--- src/sv/fftr_pkg.sv ---
// shared types, constants and codes for the flash font text renderer
// no dependencies; imported by every module of the block

package fftr_pkg;

   localparam int unsigned ADDR_W      = 23;
   localparam int unsigned QUEUE_DEPTH = 4;
   localparam int unsigned QPTR_W      = $clog2(QUEUE_DEPTH);

   localparam logic [ADDR_W-1:0] FONT_BASE   = 23'd720896;
   localparam logic [ADDR_W-1:0] OFS_ASC32   = 23'h000806;
   localparam logic [ADDR_W-1:0] OFS_HZ16    = 23'h00280C;
   localparam logic [ADDR_W-1:0] OFS_HZ32    = 23'h042652;
   localparam logic [7:0]        HZ_FIRST    = 8'hA1;
   localparam logic [13:0]       HZ_PER_ZONE = 14'd94;
   localparam logic [7:0]        ASCII_LO    = 8'd32;
   localparam logic [7:0]        ASCII_HI    = 8'd127;

   // result kinds
   localparam logic [1:0] KIND_FETCH = 2'd0;
   localparam logic [1:0] KIND_PIXEL = 2'd1;
   localparam logic [1:0] KIND_ERROR = 2'd2;

   // input operations
   localparam logic OP_CHAR = 1'b0;
   localparam logic OP_ROW  = 1'b1;

   // register indexes
   localparam logic [2:0] CSR_FONT_SIZE  = 3'd0;
   localparam logic [2:0] CSR_FG_COLOUR  = 3'd1;
   localparam logic [2:0] CSR_BG_COLOUR  = 3'd2;
   localparam logic [2:0] CSR_START_X    = 3'd3;
   localparam logic [2:0] CSR_START_Y    = 3'd4;
   localparam logic [2:0] CSR_LINE_WIDTH = 3'd5;

   typedef struct packed {
      logic        operation;
      logic [7:0]  code_first;
      logic [7:0]  code_second;
      logic        new_string;
      logic [31:0] row_bits;
   } req_type;

   typedef struct packed {
      logic [1:0]        kind;
      logic [ADDR_W-1:0] flash_address;
      logic [7:0]        byte_count;
      logic [15:0]       pixel_x;
      logic [15:0]       pixel_y;
      logic [15:0]       pixel_colour;
      logic              last;
   } rsp_type;

   typedef struct packed {
      logic        font_size;
      logic [15:0] fg_colour;
      logic [15:0] bg_colour;
      logic [15:0] start_x;
      logic [15:0] start_y;
      logic [15:0] line_width;
   } cfg_type;

   // one queued command: a single fetch/error result or a row of pixels
   typedef struct packed {
      logic [1:0]        kind;
      logic [ADDR_W-1:0] flash_address;
      logic [7:0]        byte_count;
      logic [15:0]       pos_x;
      logic [15:0]       pos_y;
      logic [31:0]       row_bits;
      logic [5:0]        width;
   } cmd_type;

endpackage

--- src/sv/fftr_queue.sv ---
// short command queue between the front and back parts
// depends on fftr_pkg (cmd_type, queue depth)

module fftr_queue
   import fftr_pkg::*;
(
   input  logic    clock,
   input  logic    reset,
   input  logic    push,
   input  cmd_type push_data,
   input  logic    pop,
   output logic    not_empty,
   output logic    full,
   output cmd_type head
);

   cmd_type             mem_ff [QUEUE_DEPTH];
   logic [QPTR_W-1:0]   wr_ptr_ff, wr_ptr_in;
   logic [QPTR_W-1:0]   rd_ptr_ff, rd_ptr_in;
   logic [QPTR_W:0]     count_ff, count_in;
   logic                do_push, do_pop;

   assign full      = (count_ff == (QPTR_W+1)'(QUEUE_DEPTH));
   assign not_empty = (count_ff != '0);
   assign do_push   = push && !full;
   assign do_pop    = pop && not_empty;
   assign head      = mem_ff[rd_ptr_ff];

   always_comb begin
      wr_ptr_in = do_push ? wr_ptr_ff + 1'b1 : wr_ptr_ff;
      rd_ptr_in = do_pop ? rd_ptr_ff + 1'b1 : rd_ptr_ff;
      count_in  = count_ff;
      if (do_push && !do_pop) begin
         count_in = count_ff + 1'b1;
      end else if (do_pop && !do_push) begin
         count_in = count_ff - 1'b1;
      end
   end

   always_ff @(posedge clock) begin
      if (reset) begin
         wr_ptr_ff <= '0;
         rd_ptr_ff <= '0;
         count_ff  <= '0;
      end else begin
         wr_ptr_ff <= wr_ptr_in;
         rd_ptr_ff <= rd_ptr_in;
         count_ff  <= count_in;
      end
   end

   always_ff @(posedge clock) begin
      if (do_push) begin
         mem_ff[wr_ptr_ff] <= push_data;
      end
   end

endmodule

--- src/sv/fftr_front.sv ---
// front part: takes input items, keeps the text cursor and pending glyph,
// and turns each item into one queued command; depends on fftr_pkg

module fftr_front
   import fftr_pkg::*;
(
   input  logic    clock,
   input  logic    reset,
   input  cfg_type cfg,
   input  logic    accept,
   input  req_type req,
   output cmd_type cmd
);

   logic [15:0] cursor_x_ff, cursor_x_in;
   logic [15:0] cursor_y_ff, cursor_y_in;
   logic [15:0] glyph_x_ff, glyph_x_in;
   logic [15:0] glyph_y_ff, glyph_y_in;
   logic [5:0]  glyph_width_ff, glyph_width_in;
   logic [5:0]  glyph_height_ff, glyph_height_in;
   logic [5:0]  row_index_ff, row_index_in;
   logic        glyph_active_ff, glyph_active_in;

   logic [15:0]       base_x, base_y, next_x;
   logic              is_ascii, bad_code, wrap;
   logic [7:0]        zone, posn;
   logic [13:0]       hz_index;
   logic [ADDR_W-1:0] address;
   logic [7:0]        count;
   logic [5:0]        w, h, row_next;
   logic [17:0]       wrap_lhs;

   always_comb begin
      base_x   = req.new_string ? cfg.start_x : cursor_x_ff;
      base_y   = req.new_string ? cfg.start_y : cursor_y_ff;
      is_ascii = (req.code_first >= ASCII_LO) && (req.code_first <= ASCII_HI);
      bad_code = !is_ascii && ((req.code_first < HZ_FIRST) || (req.code_first < HZ_FIRST
                 ) || (req.code_second < HZ_FIRST));
      zone     = req.code_first - HZ_FIRST;
      posn     = req.code_second - HZ_FIRST;
      hz_index = 14'(zone[6:0]) * HZ_PER_ZONE + 14'(posn[6:0]);

      if (is_ascii) begin
         if (cfg.font_size) begin
            address = FONT_BASE + OFS_ASC32 + {9'd0, req.code_first, 6'd0};
            count   = 8'd64;
            w       = 6'd16;
            h       = 6'd32;
         end else begin
            address = FONT_BASE + {11'd0, req.code_first, 4'd0};
            count   = 8'd16;
            w       = 6'd8;
            h       = 6'd16;
         end
      end else begin
         if (cfg.font_size) begin
            address = FONT_BASE + OFS_HZ32 + {2'd0, hz_index, 7'd0};
            count   = 8'd128;
            w       = 6'd32;
            h       = 6'd32;
         end else begin
            address = FONT_BASE + OFS_HZ16 + {4'd0, hz_index, 5'd0};
            count   = 8'd32;
            w       = 6'd16;
            h       = 6'd16;
         end
      end

      // signed test x > width-1-w rewritten as x+1+w > width, all terms non-negative
      next_x   = base_x + 16'(w);
      wrap_lhs = {2'd0, next_x} + 18'd1 + 18'(w);
      wrap     = wrap_lhs > {2'd0, cfg.line_width};
      row_next = row_index_ff + 6'd1;
   end

   always_comb begin
      cursor_x_in     = cursor_x_ff;
      cursor_y_in     = cursor_y_ff;
      glyph_x_in      = glyph_x_ff;
      glyph_y_in      = glyph_y_ff;
      glyph_width_in  = glyph_width_ff;
      glyph_height_in = glyph_height_ff;
      row_index_in    = row_index_ff;
      glyph_active_in = glyph_active_ff;

      cmd               = '0;
      cmd.kind          = KIND_ERROR;

      if (req.operation == OP_CHAR) begin
         cursor_x_in = base_x;
         cursor_y_in = base_y;
         if (bad_code) begin
            glyph_active_in = 1'b0;
         end else begin
            glyph_x_in        = base_x;
            glyph_y_in        = base_y;
            glyph_width_in    = w;
            glyph_height_in   = h;
            row_index_in      = '0;
            glyph_active_in   = 1'b1;
            cmd.kind          = KIND_FETCH;
            cmd.flash_address = address;
            cmd.byte_count    = count;
            cmd.pos_x         = base_x;
            cmd.pos_y         = base_y;
            cursor_x_in       = wrap ? 16'd0 : next_x;
            cursor_y_in       = wrap ? base_y + 16'(h) : base_y;
         end
      end else if (glyph_active_ff) begin
         cmd.kind     = KIND_PIXEL;
         cmd.pos_x    = glyph_x_ff;
         cmd.pos_y    = glyph_y_ff + 16'(row_index_ff);
         cmd.row_bits = req.row_bits;
         cmd.width    = glyph_width_ff;
         row_index_in = row_next;
         if (row_next >= glyph_height_ff) begin
            glyph_active_in = 1'b0;
         end
      end
   end

   always_ff @(posedge clock) begin
      if (reset) begin
         cursor_x_ff     <= '0;
         cursor_y_ff     <= '0;
         glyph_x_ff      <= '0;
         glyph_y_ff      <= '0;
         glyph_width_ff  <= '0;
         glyph_height_ff <= '0;
         row_index_ff    <= '0;
         glyph_active_ff <= 1'b0;
      end else if (accept) begin
         cursor_x_ff     <= cursor_x_in;
         cursor_y_ff     <= cursor_y_in;
         glyph_x_ff      <= glyph_x_in;
         glyph_y_ff      <= glyph_y_in;
         glyph_width_ff  <= glyph_width_in;
         glyph_height_ff <= glyph_height_in;
         row_index_ff    <= row_index_in;
         glyph_active_ff <= glyph_active_in;
      end
   end

endmodule

--- src/sv/fftr_back.sv ---
// back part: takes commands from the queue and drives the result register,
// one result per cycle while a command is queued and rsp_stall is low; depends on fftr_pkg

module fftr_back
   import fftr_pkg::*;
(
   input  logic    clock,
   input  logic    reset,
   input  cfg_type cfg,
   input  logic    cmd_valid,
   input  cmd_type cmd,
   output logic    cmd_pop,
   output logic    rsp_valid,
   input  logic    rsp_stall,
   output rsp_type rsp_data
);

   logic        rsp_valid_ff, rsp_valid_in;
   rsp_type     rsp_data_ff, rsp_data_in;
   logic [4:0]  col_ff, col_in;
   logic        load, end_of_cmd, bit_set;
   logic [4:0]  bit_sel;

   assign rsp_valid = rsp_valid_ff;
   assign rsp_data  = rsp_data_ff;

   always_comb begin
      load       = !rsp_valid_ff || !rsp_stall;
      bit_sel    = 5'(cmd.width - 6'd1 - {1'b0, col_ff});
      bit_set    = cmd.row_bits[bit_sel];
      end_of_cmd = (cmd.kind != KIND_PIXEL) || ({1'b0, col_ff} + 6'd1 == cmd.width);
      cmd_pop    = load && cmd_valid && end_of_cmd;

      rsp_valid_in = rsp_valid_ff;
      rsp_data_in  = rsp_data_ff;
      col_in       = col_ff;
      if (load) begin
         rsp_valid_in = cmd_valid;
         rsp_data_in  = '0;
         rsp_data_in.kind = cmd.kind;
         rsp_data_in.last = end_of_cmd;
         case (cmd.kind)
            KIND_FETCH: begin
               rsp_data_in.flash_address = cmd.flash_address;
               rsp_data_in.byte_count    = cmd.byte_count;
               rsp_data_in.pixel_x       = cmd.pos_x;
               rsp_data_in.pixel_y       = cmd.pos_y;
            end
            KIND_PIXEL: begin
               rsp_data_in.pixel_x      = cmd.pos_x + 16'(col_ff);
               rsp_data_in.pixel_y      = cmd.pos_y;
               rsp_data_in.pixel_colour = bit_set ? cfg.fg_colour : cfg.bg_colour;
            end
            default: begin
            end
         endcase
         if (cmd_valid) begin
            col_in = end_of_cmd ? 5'd0 : col_ff + 5'd1;
         end
      end
   end

   always_ff @(posedge clock) begin
      if (reset) begin
         rsp_valid_ff <= 1'b0;
         col_ff       <= '0;
      end else begin
         rsp_valid_ff <= rsp_valid_in;
         col_ff       <= col_in;
      end
   end

   always_ff @(posedge clock) begin
      rsp_data_ff <= rsp_data_in;
   end

endmodule

--- src/sv/flash_font_text_renderer.sv ---
// top level of the flash font text renderer: register file and the
// front, queue and back parts; depends on fftr_pkg, fftr_front, fftr_queue, fftr_back

// A character item (operation 0) gives one result, a flash fetch request with
// the glyph's address, byte count and screen position, or an error for a bad
// GB2312 code; a valid code also moves the text cursor. A row item (operation 1)
// gives one pixel result per glyph column (8, 16 or 32), the last one marked,
// or a single error when no glyph is pending. The front takes one item per
// cycle while the four-entry command queue has room; the back emits exactly
// one result per cycle while a command is queued and rsp_stall is low.
// Register writes are always taken (csr_ready is tied high) and must only be
// made while the block is idle.

module flash_font_text_renderer
   import fftr_pkg::*;
(
   input  logic        clock,
   input  logic        reset,
   input  logic        req_valid,
   output logic        req_stall,
   input  req_type     req_data,
   output logic        rsp_valid,
   input  logic        rsp_stall,
   output rsp_type     rsp_data,
   input  logic        csr_valid,
   output logic        csr_ready,
   input  logic [2:0]  csr_index,
   input  logic [15:0] csr_data
);

   cfg_type cfg_ff, cfg_in;
   cmd_type front_cmd, queue_head;
   logic    req_accept, queue_full, queue_not_empty, queue_pop;

   assign csr_ready  = 1'b1;
   assign req_stall  = queue_full;
   assign req_accept = req_valid && !req_stall;

   always_comb begin
      cfg_in = cfg_ff;
      if (csr_valid) begin
         unique case (csr_index)
            CSR_FONT_SIZE:  cfg_in.font_size  = csr_data[0];
            CSR_FG_COLOUR:  cfg_in.fg_colour  = csr_data;
            CSR_BG_COLOUR:  cfg_in.bg_colour  = csr_data;
            CSR_START_X:    cfg_in.start_x    = csr_data;
            CSR_START_Y:    cfg_in.start_y    = csr_data;
            CSR_LINE_WIDTH: cfg_in.line_width = csr_data;
            default: begin
            end
         endcase
      end
   end

   always_ff @(posedge clock) begin
      if (reset) begin
         cfg_ff.font_size  <= 1'b0;
         cfg_ff.fg_colour  <= 16'h0000;
         cfg_ff.bg_colour  <= 16'hFFFF;
         cfg_ff.start_x    <= '0;
         cfg_ff.start_y    <= '0;
         cfg_ff.line_width <= 16'd320;
      end else begin
         cfg_ff <= cfg_in;
      end
   end

   fftr_front u_front (
      .clock  (clock),
      .reset  (reset),
      .cfg    (cfg_ff),
      .accept (req_accept),
      .req    (req_data),
      .cmd    (front_cmd)
   );

   fftr_queue u_queue (
      .clock     (clock),
      .reset     (reset),
      .push      (req_accept),
      .push_data (front_cmd),
      .pop       (queue_pop),
      .not_empty (queue_not_empty),
      .full      (queue_full),
      .head      (queue_head)
   );

   fftr_back u_back (
      .clock     (clock),
      .reset     (reset),
      .cfg       (cfg_ff),
      .cmd_valid (queue_not_empty),
      .cmd       (queue_head),
      .cmd_pop   (queue_pop),
      .rsp_valid (rsp_valid),
      .rsp_stall (rsp_stall),
      .rsp_data  (rsp_data)
   );

endmodule

--- config.mk ---
export PLATFORM = sky130hd
export DESIGN_NAME = flash_font_text_renderer
export DESIGN_NICKNAME = d
export VERILOG_FILES = /design/src/sv/fftr_pkg.sv /design/src/sv/fftr_queue.sv /design/src/sv/fftr_front.sv /design/src/sv/fftr_back.sv /design/src/sv/flash_font_text_renderer.sv
export SDC_FILE = /design/constraint.sdc
export NUM_CORES = 1
export LEC_CHECK = 0
export BUFFER_PORTS_ARGS = -buffer_cell sky130_fd_sc_hd__buf_2
export CAP_MARGIN = 10
export CELL_PAD_IN_SITES_DETAIL_PLACEMENT = 1
export CELL_PAD_IN_SITES_GLOBAL_PLACEMENT = 1
export CORE_AREA = 2 2 241 243
export DETAILED_ROUTE_END_ITERATION = 10
export DIE_AREA = 0 0 243 245
export PLACE_DENSITY = 0.85
export SLEW_MARGIN = 20
export SYNTH_ARGS = -nofsm -noshare
export SYNTH_HDL_FRONTEND = slang
export SYNTH_HIERARCHICAL = 1
export SYNTH_SLANG_ARGS = --single-unit
--- constraint.sdc ---
create_clock -name clock -period 15 [get_ports clock]
set_clock_uncertainty 0.1 [all_clocks]
set_input_delay 3.75 -clock clock [delete_from_list [all_inputs] [get_ports clock]]
set_output_delay 3.75 -clock clock [all_outputs]
set_load 0.01 [all_outputs]
==> results.sh, run 1 <==
export IMPL_reg2reg_depth=21
export IMPL_status="completed"
export IMPL_whs_ps=359
export IMPL_finalHoldViolCount=0
export IMPL_groute_usage_overall_pct=29.7
export IMPL_min_period_ps=10010
export IMPL_io_buffers=157
export IMPL_clockBufferDepth=3
export IMPL_htree_levels=3
export IMPL_insertion_delay_ps=630
export IMPL_grt_start_max_net_pins=115
export IMPL_gp_congestion=0.865
export IMPL_die_area_sq_mm=0.0595
export IMPL_synthFlopType="edfxtp_1"
export IMPL_synth_area_leaders="edfxtp_1 (47%), dfxtp_1 (11%), mux4_2 (7.4%)"
export IMPL_io_pins=159
export IMPL_vias=20600
export IMPL_antenna_found_initial=2
export IMPL_clkSinkCount=666
export IMPL_yosys_area_top_type="edfxtp_1"
export IMPL_multi_input_area_sq_mm=0.0121
export IMPL_critical_path_arrival_ps=10370
export IMPL_grt_pass1_wl_um=135000
export IMPL_cts_hold_buf=0
export IMPL_crit_path_end_kind="flip-flop"
export IMPL_p_sw_share_pct=34.6
export IMPL_finalSetupTns_ps=0
export IMPL_p_seq_share_pct=38.1
export IMPL_ctsRootBufferMaster="clkbuf_16"
export IMPL_intPower_w=0.00421
export IMPL_worstMarginPinSlew_ps=1150
export IMPL_worstReg2RegEnd="u_front/cursor_y_ff[9]"
export IMPL_synthToLayoutAreaGrowth_pct=11.3
export IMPL_dieHeight_um=245
export IMPL_start_util_pct=55.2
export IMPL_r2r_start="cfg_ff[80]"
export IMPL_fin_nets=2680
export IMPL_drive_gt1_share_pct=16.9
export IMPL_cpMaxStageDelayCell="o41ai_1"
export IMPL_layout_common_cells="edfxtp_1 (494), dfxtp_1 (169), nor2_1 (166), buf_2 (156), nand2_1 (152)"
export IMPL_worst_slew_margin_rel_pct=23.5
export IMPL_whs_path_depth=2
export IMPL_cp_required_ps=15360
export IMPL_final_util_pct=61.4
export IMPL_worstSetupPathType="in -> reg"
export IMPL_cts_resized=0
export IMPL_cts_buffers=70
export IMPL_drtIter0Drc=1903
export IMPL_rsz0062_at_grt="no"
export IMPL_drt_pass1_iter_count=6
export IMPL_wl_um=87800
export IMPL_critPathLaunch="req_data[32]"
export IMPL_drtAntennaViolNets=0
export IMPL_cpPeakStageDelay_ps=740
export IMPL_async_flop_share_pct=0
export IMPL_clk_pin_slew_worst_paths_ps=60
export IMPL_nFillCells=5579
export IMPL_min_delay_start="u_front/cursor_y_ff[0]"
export IMPL_p_switching_w=0.00223
export IMPL_power_density_mw_per_mm2=184
export IMPL_layout_cells_most_common="edfxtp_1"
export IMPL_period_share_pct=66.7
export IMPL_hold_path_class="reg -> reg"
export IMPL_p_clk_share_pct=27.4
export IMPL_syn_inst=2365
export IMPL_slew_violations=0
export IMPL_finalSetupViolCount=0
export IMPL_synth_edf_count=494
export IMPL_via_per_inst=6.21
export IMPL_hpwl_um=54900
export IMPL_place_area_sq_mm=0.0327
export IMPL_wl_per_cell_um=26.4
export IMPL_start_kind="input port"
export IMPL_fp_row_count=88
export IMPL_grt_pass1_vias=22000
export IMPL_gr_total_overflow=0
export IMPL_avgSynthCellArea_sq_um=13.3
export IMPL_max_cap_violations=0
export IMPL_min_to="u_front/cursor_y_ff[0]"
export IMPL_postCtsSetupRepairBufs=0
export IMPL_die_w_um=243
export IMPL_fmax_ghz=0.0999
export IMPL_syn_area_sq_mm=0.0315
export IMPL_fin_area_sq_mm=0.0350
export IMPL_synth_top_cell_area_share_pct=47.1
export IMPL_core_area_sq_mm=0.0570
export IMPL_seq_area_frac_synth_pct=58.0
export IMPL_cts_tree="built"
export IMPL_ys_warn_count=6
export IMPL_seq_area_sq_mm=0.0183
export IMPL_comb_power_share_pct=34.5
export IMPL_ir_drop_uv=159
export IMPL_yosys_cell_types_count=88
export IMPL_synth_seq_cells=666
export IMPL_crit_fanout=66
export IMPL_route_detailed_drc=0
export IMPL_reg2reg_slack_ps=8200
export IMPL_path_cells="buf_2 -> buf_4 -> mux2i_1 -> inv_1 -> ha_1 -> fa_1 -> xor2_1 -> ha_1 -> o41ai_1 -> nor3_1 -> o21ai_0 -> xnor2_1 -> ha_1 -> a21oi_1 -> nor2b_1 -> o21ai_0 -> a21oi_1 -> a211oi_1 -> o22ai_2 -> nand2_1 -> o311ai_0 -> a21oi_1"
export IMPL_p_leak_nw=13.1
-- per-stage QoR --
stage	total power [W]	cells	setup slack, ps
finish	0.00644	3320	4990
global route	0.00671	3320	4530
CTS	0.00645	3319	5150
detailed placement	0.00463	3190	4450
global placement	0.00448	3190	4740
floorplan	0.00407	2373	5880
-- power by group through the flow --
stage,Sequential [W],Combinational [W],Clock (W)
floorplan,0.00249,0.00158,0
CTS,0.00246,0.00221,0.00179
global route,0.00248,0.00238,0.00185
finish,0.00246,0.00222,0.00176
detailed placement,0.00248,0.00215,0
global placement,0.00245,0.00203,0
-- how the worst max path moves through the flow --
stage,endpoint,slack [ps],cells past startpoint
finish,u_front/cursor_y_ff[9],4990,22
global route,u_front/cursor_y_ff[9],4530,24
CTS,u_front/cursor_y_ff[9],5150,24
detailed placement,u_front/cursor_y_ff[9],4450,24
global placement,u_front/cursor_y_ff[9],4740,22
floorplan,u_front/cursor_x_ff[5],5880,27
-- flip-flops by register name (all words and copies together), names as in the netlist, 5 cells and up, named ones only --
name,cells
u_queue/mem_ff,412
u_back/col_ff,5
u_front/glyph_x_ff,16
u_front/row_index_ff,6
cfg_ff,81
u_back/rsp_data,82
u_front/cursor_x_ff,16
u_front/cursor_y_ff,16
u_front/glyph_y_ff,16
-- logic make-up (layout without fill, tap and decap cells) --
group / Yosys count / after routing / synth area share, %
AO/OA/AOI/OAI: 312 / 312 / 6.39
AND/OR/NAND/NOR: 678 / 678 / 10.9
XOR/XNOR: 114 / 114 / 3.22
multiplexers: 260 / 260 / 12.9
adder cells (fa/ha/maj): 110 / 110 / 4.82
buffers and inverters: 223 / 404 / 3.70
other: 2 / 11 / 0.0238
flip-flops: 666 / 666 / 58.0
-- layout make-up --
cell class / count / area share [%]
repair buffers: 185 / 2.85
clock inverters: 34 / 1.27
diodes: 1 / 0.00714
flip-flops and latches: 666 / 52.2
well taps: 765 / 2.73
inverters: 90 / 0.964
clock buffers: 95 / 5.41
multi-input cells: 1484 / 34.6
-- routing by layer --
metal  up-vias  track usage [%]  share of wire, %
met1     10500             38.0                39
met4         2             10.1               3.2
met3       212             4.67               6.4
met2       906             51.8                51
li1       9017                -                 -
met5         -                0             0.011
-- synthesized netlist by cell type, drive strengths merged, types with 4 or more instances --
library cell and count:
edfxtp 494, dfxtp 172, nor2 169, nand2 153, mux2i 139, mux4 111, a21oi 94, ha 90
inv 88, nand2b 88, clkbuf 68, o21ai 66, buf 65, xnor2 57, xor2 57, nand3 56
a211oi 49, and3 43, and2 41, nor3 31, nor2b 30, nand4 20, fa 19, a21o 17
o22ai 16, mux2 10, o211ai 9, nor3b 8, a31oi 7, or3 7, o2111ai 6, a21boi 5
nand3b 5, nand4b 5, nor4 5, o31ai 5, a41oi 4, o21bai 4
-- worst max-delay path, delay by kind of cell --
kind	cells	cell delay (ps)
AND/OR/NAND/NOR	3	950
buffers and inverters	3	910
AO/OA/AOI/OAI	9	2680
XOR/XNOR	2	360
multiplexers	1	530
adder cells (fa/ha/maj)	4	1120
(Power assumes the default switching activity.)
==> run 2: changes to the inputs <==
CORE_AREA = 2 2 250 252   (was 2 2 241 243)
DIE_AREA = 0 0 252 254   (was 0 0 243 245)
PLACE_DENSITY = 0.8   (was 0.85)
clock period = 10.2 ns   (was 15 ns; I/O delays follow)
==> run 2 against run 1 <==
Net effect: via count shrank 3.0%; clock power grew 55%; first-iteration DRC count down 24%; non-clock buffer count is 1 higher; highest routed layer unchanged.
==> results.sh, run 2 (synthesized netlist as in run 1, its figures left out) <==
export IMPL_worst_slew_margin_rel_pct=27.4
export IMPL_groute_usage_overall_pct=25.9
export IMPL_max_cap_violations=0
export IMPL_core_area_sq_mm=0.0613
export IMPL_n_antenna_cell=0
export IMPL_synthToLayoutAreaGrowth_pct=11.8
export IMPL_cp_required_ps=10430
export IMPL_cts_buffers=72
export IMPL_cp_num_buf_inv=4
export IMPL_route_detailed_drc=0
export IMPL_worstSetupPathType="in -> reg"
export IMPL_io_buffers=157
export IMPL_clk_pin_slew_worst_paths_ps=60
export IMPL_clockBufferDepth=3
export IMPL_gr_total_overflow=0
export IMPL_vias=20000
export IMPL_top_register="u_queue/mem_ff"
export IMPL_final_util_pct=57.5
export IMPL_die_w_um=252
export IMPL_grt_start_max_net_pins=81
export IMPL_antenna_found_initial=2
export IMPL_cpPeakStageDelay_ps=780
export IMPL_postCtsSetupRepairBufs=0
export IMPL_start_util_pct=51.4
export IMPL_hold_path_class="reg -> reg"
export IMPL_cts_hold_buf=0
export IMPL_grt_pass1_vias=21700
export IMPL_status="completed"
export IMPL_dieHeight_um=254
export IMPL_finalSetupViolCount=0
export IMPL_cts_tree="built"
export IMPL_start_kind="input port"
export IMPL_io_pins=159
export IMPL_htree_levels=3
export IMPL_p_leak_nw=13.2
export IMPL_fp_row_count=91
export IMPL_cpMaxStageDelayCell="xnor2_1"
export IMPL_layout_common_cells="edfxtp_1 (494), dfxtp_1 (169), nor2_1 (166), buf_2 (156), nand2_1 (152)"
export IMPL_crit_family="adder cells"
export IMPL_wl_per_cell_um=24.6
export IMPL_critical_path_arrival_ps=8870
export IMPL_grt_pass1_wl_um=127000
export IMPL_ir_drop_uv=223
export IMPL_largest_reg_flops=412
export IMPL_path_cells="buf_2 -> inv_1 -> ha_1 -> nand2_1 -> nand2_1 -> xor2_1 -> fa_1 -> inv_1 -> fa_1 -> fa_1 -> inv_1 -> ha_1 -> nor3b_1 -> nor4_1 -> nand2_1 -> xnor2_1 -> o211ai_1 -> nand2_1 -> xnor2_1 -> a221oi_1"
export IMPL_insertion_delay_ps=640
export IMPL_cts_resized=0
export IMPL_fin_nets=2683
export IMPL_drtIter0Drc=1449
export IMPL_wl_um=82200
export IMPL_layout_cells_most_common="edfxtp_1"
export IMPL_clkSinkCount=666
export IMPL_period_share_pct=84.7
export IMPL_crit_fanout=11
export IMPL_crit_top_cell="nand2_1"
export IMPL_via_per_inst=5.98
export IMPL_drive_gt1_share_pct=17.3
export IMPL_finalSetupTns_ps=0
export IMPL_drtAntennaViolNets=0
export IMPL_fmax_ghz=0.116
export IMPL_drt_pass1_iter_count=7
export IMPL_rsz0062_at_grt="no"
export IMPL_power_density_mw_per_mm2=270
export IMPL_die_area_sq_mm=0.0640
export IMPL_finalHoldViolCount=0
export IMPL_crit_path_end_kind="flip-flop"
export IMPL_min_period_ps=8640
export IMPL_slew_violations=0
export IMPL_gp_congestion=0.854
export IMPL_hpwl_um=52900
export IMPL_worstMarginPinSlew_ps=1080
export IMPL_ctsRootBufferMaster="clkbuf_16"
## run 2: power by group
part / leakage [nW] / switching (W) / internal [W]
Clock: 1.20 / 0.00111 / 0.00161
Sequential: 6.23 / 0.000177 / 0.00342
Combinational: 5.74 / 0.00195 / 0.00126
Total: 13.2 / 0.00324 / 0.00629
## run 2: cell type report
class | count | area [sq um]
clock buffers | 95 | 2000
clock inverters | 36 | 489
repair buffers | 186 | 1010
well taps | 790 | 988
fillers | 5965 | 26000
inverters | 90 | 338
multi-input cells | 1484 | 12100
flip-flops and latches | 666 | 18300
## run 2: worst paths after layout
path | depth (start not counted) | slack, ps | start | endpoint
worst max-delay path | 20 | 1560 | req_data[41] | u_queue/mem_ff[0][95]
worst min-delay path | 2 | 360 | u_front/cursor_y_ff[2] | u_front/cursor_y_ff[2]
worst max register to register | 20 | 3290 | cfg_ff[80] | u_front/cursor_y_ff[9]
worst min register to register | 2 | 360 | u_front/cursor_y_ff[2] | u_front/cursor_y_ff[2]
## run 2: metrics by stage
stage                     cells  hold slack (ps)  instance area [sq um]  setup slack [ps]  total power (W)
after global placement     3216              338                  32700              1370          0.00665
after global routing       3347              376                  35200               981          0.00997
after CTS                  3347              359                  35200              1670          0.00959
final                      3347              358                  35200              1560          0.00953
after floorplan            2373              331                  31500              2280          0.00598
after detailed placement   3216              351                  32700              1080          0.00681
## run 2: worst min-delay path, stage by stage, from the launching register on
cell     delay, ps
dfxtp_1        310
nand2_1         50
a21oi_1         50
## run 2: layer usage
| layer | wire [um] | up-vias | track usage [%] |
|---|---|---|---|
| li1 | - | 9024 | - |
| met1 | 34700 | 10300 | 33.8 |
| met2 | 42100 | 536 | 45.3 |
| met3 | 3750 | 116 | 3.32 |
| met4 | 1640 | 2 | 7.40 |
| met5 | 7 | - | 0 |
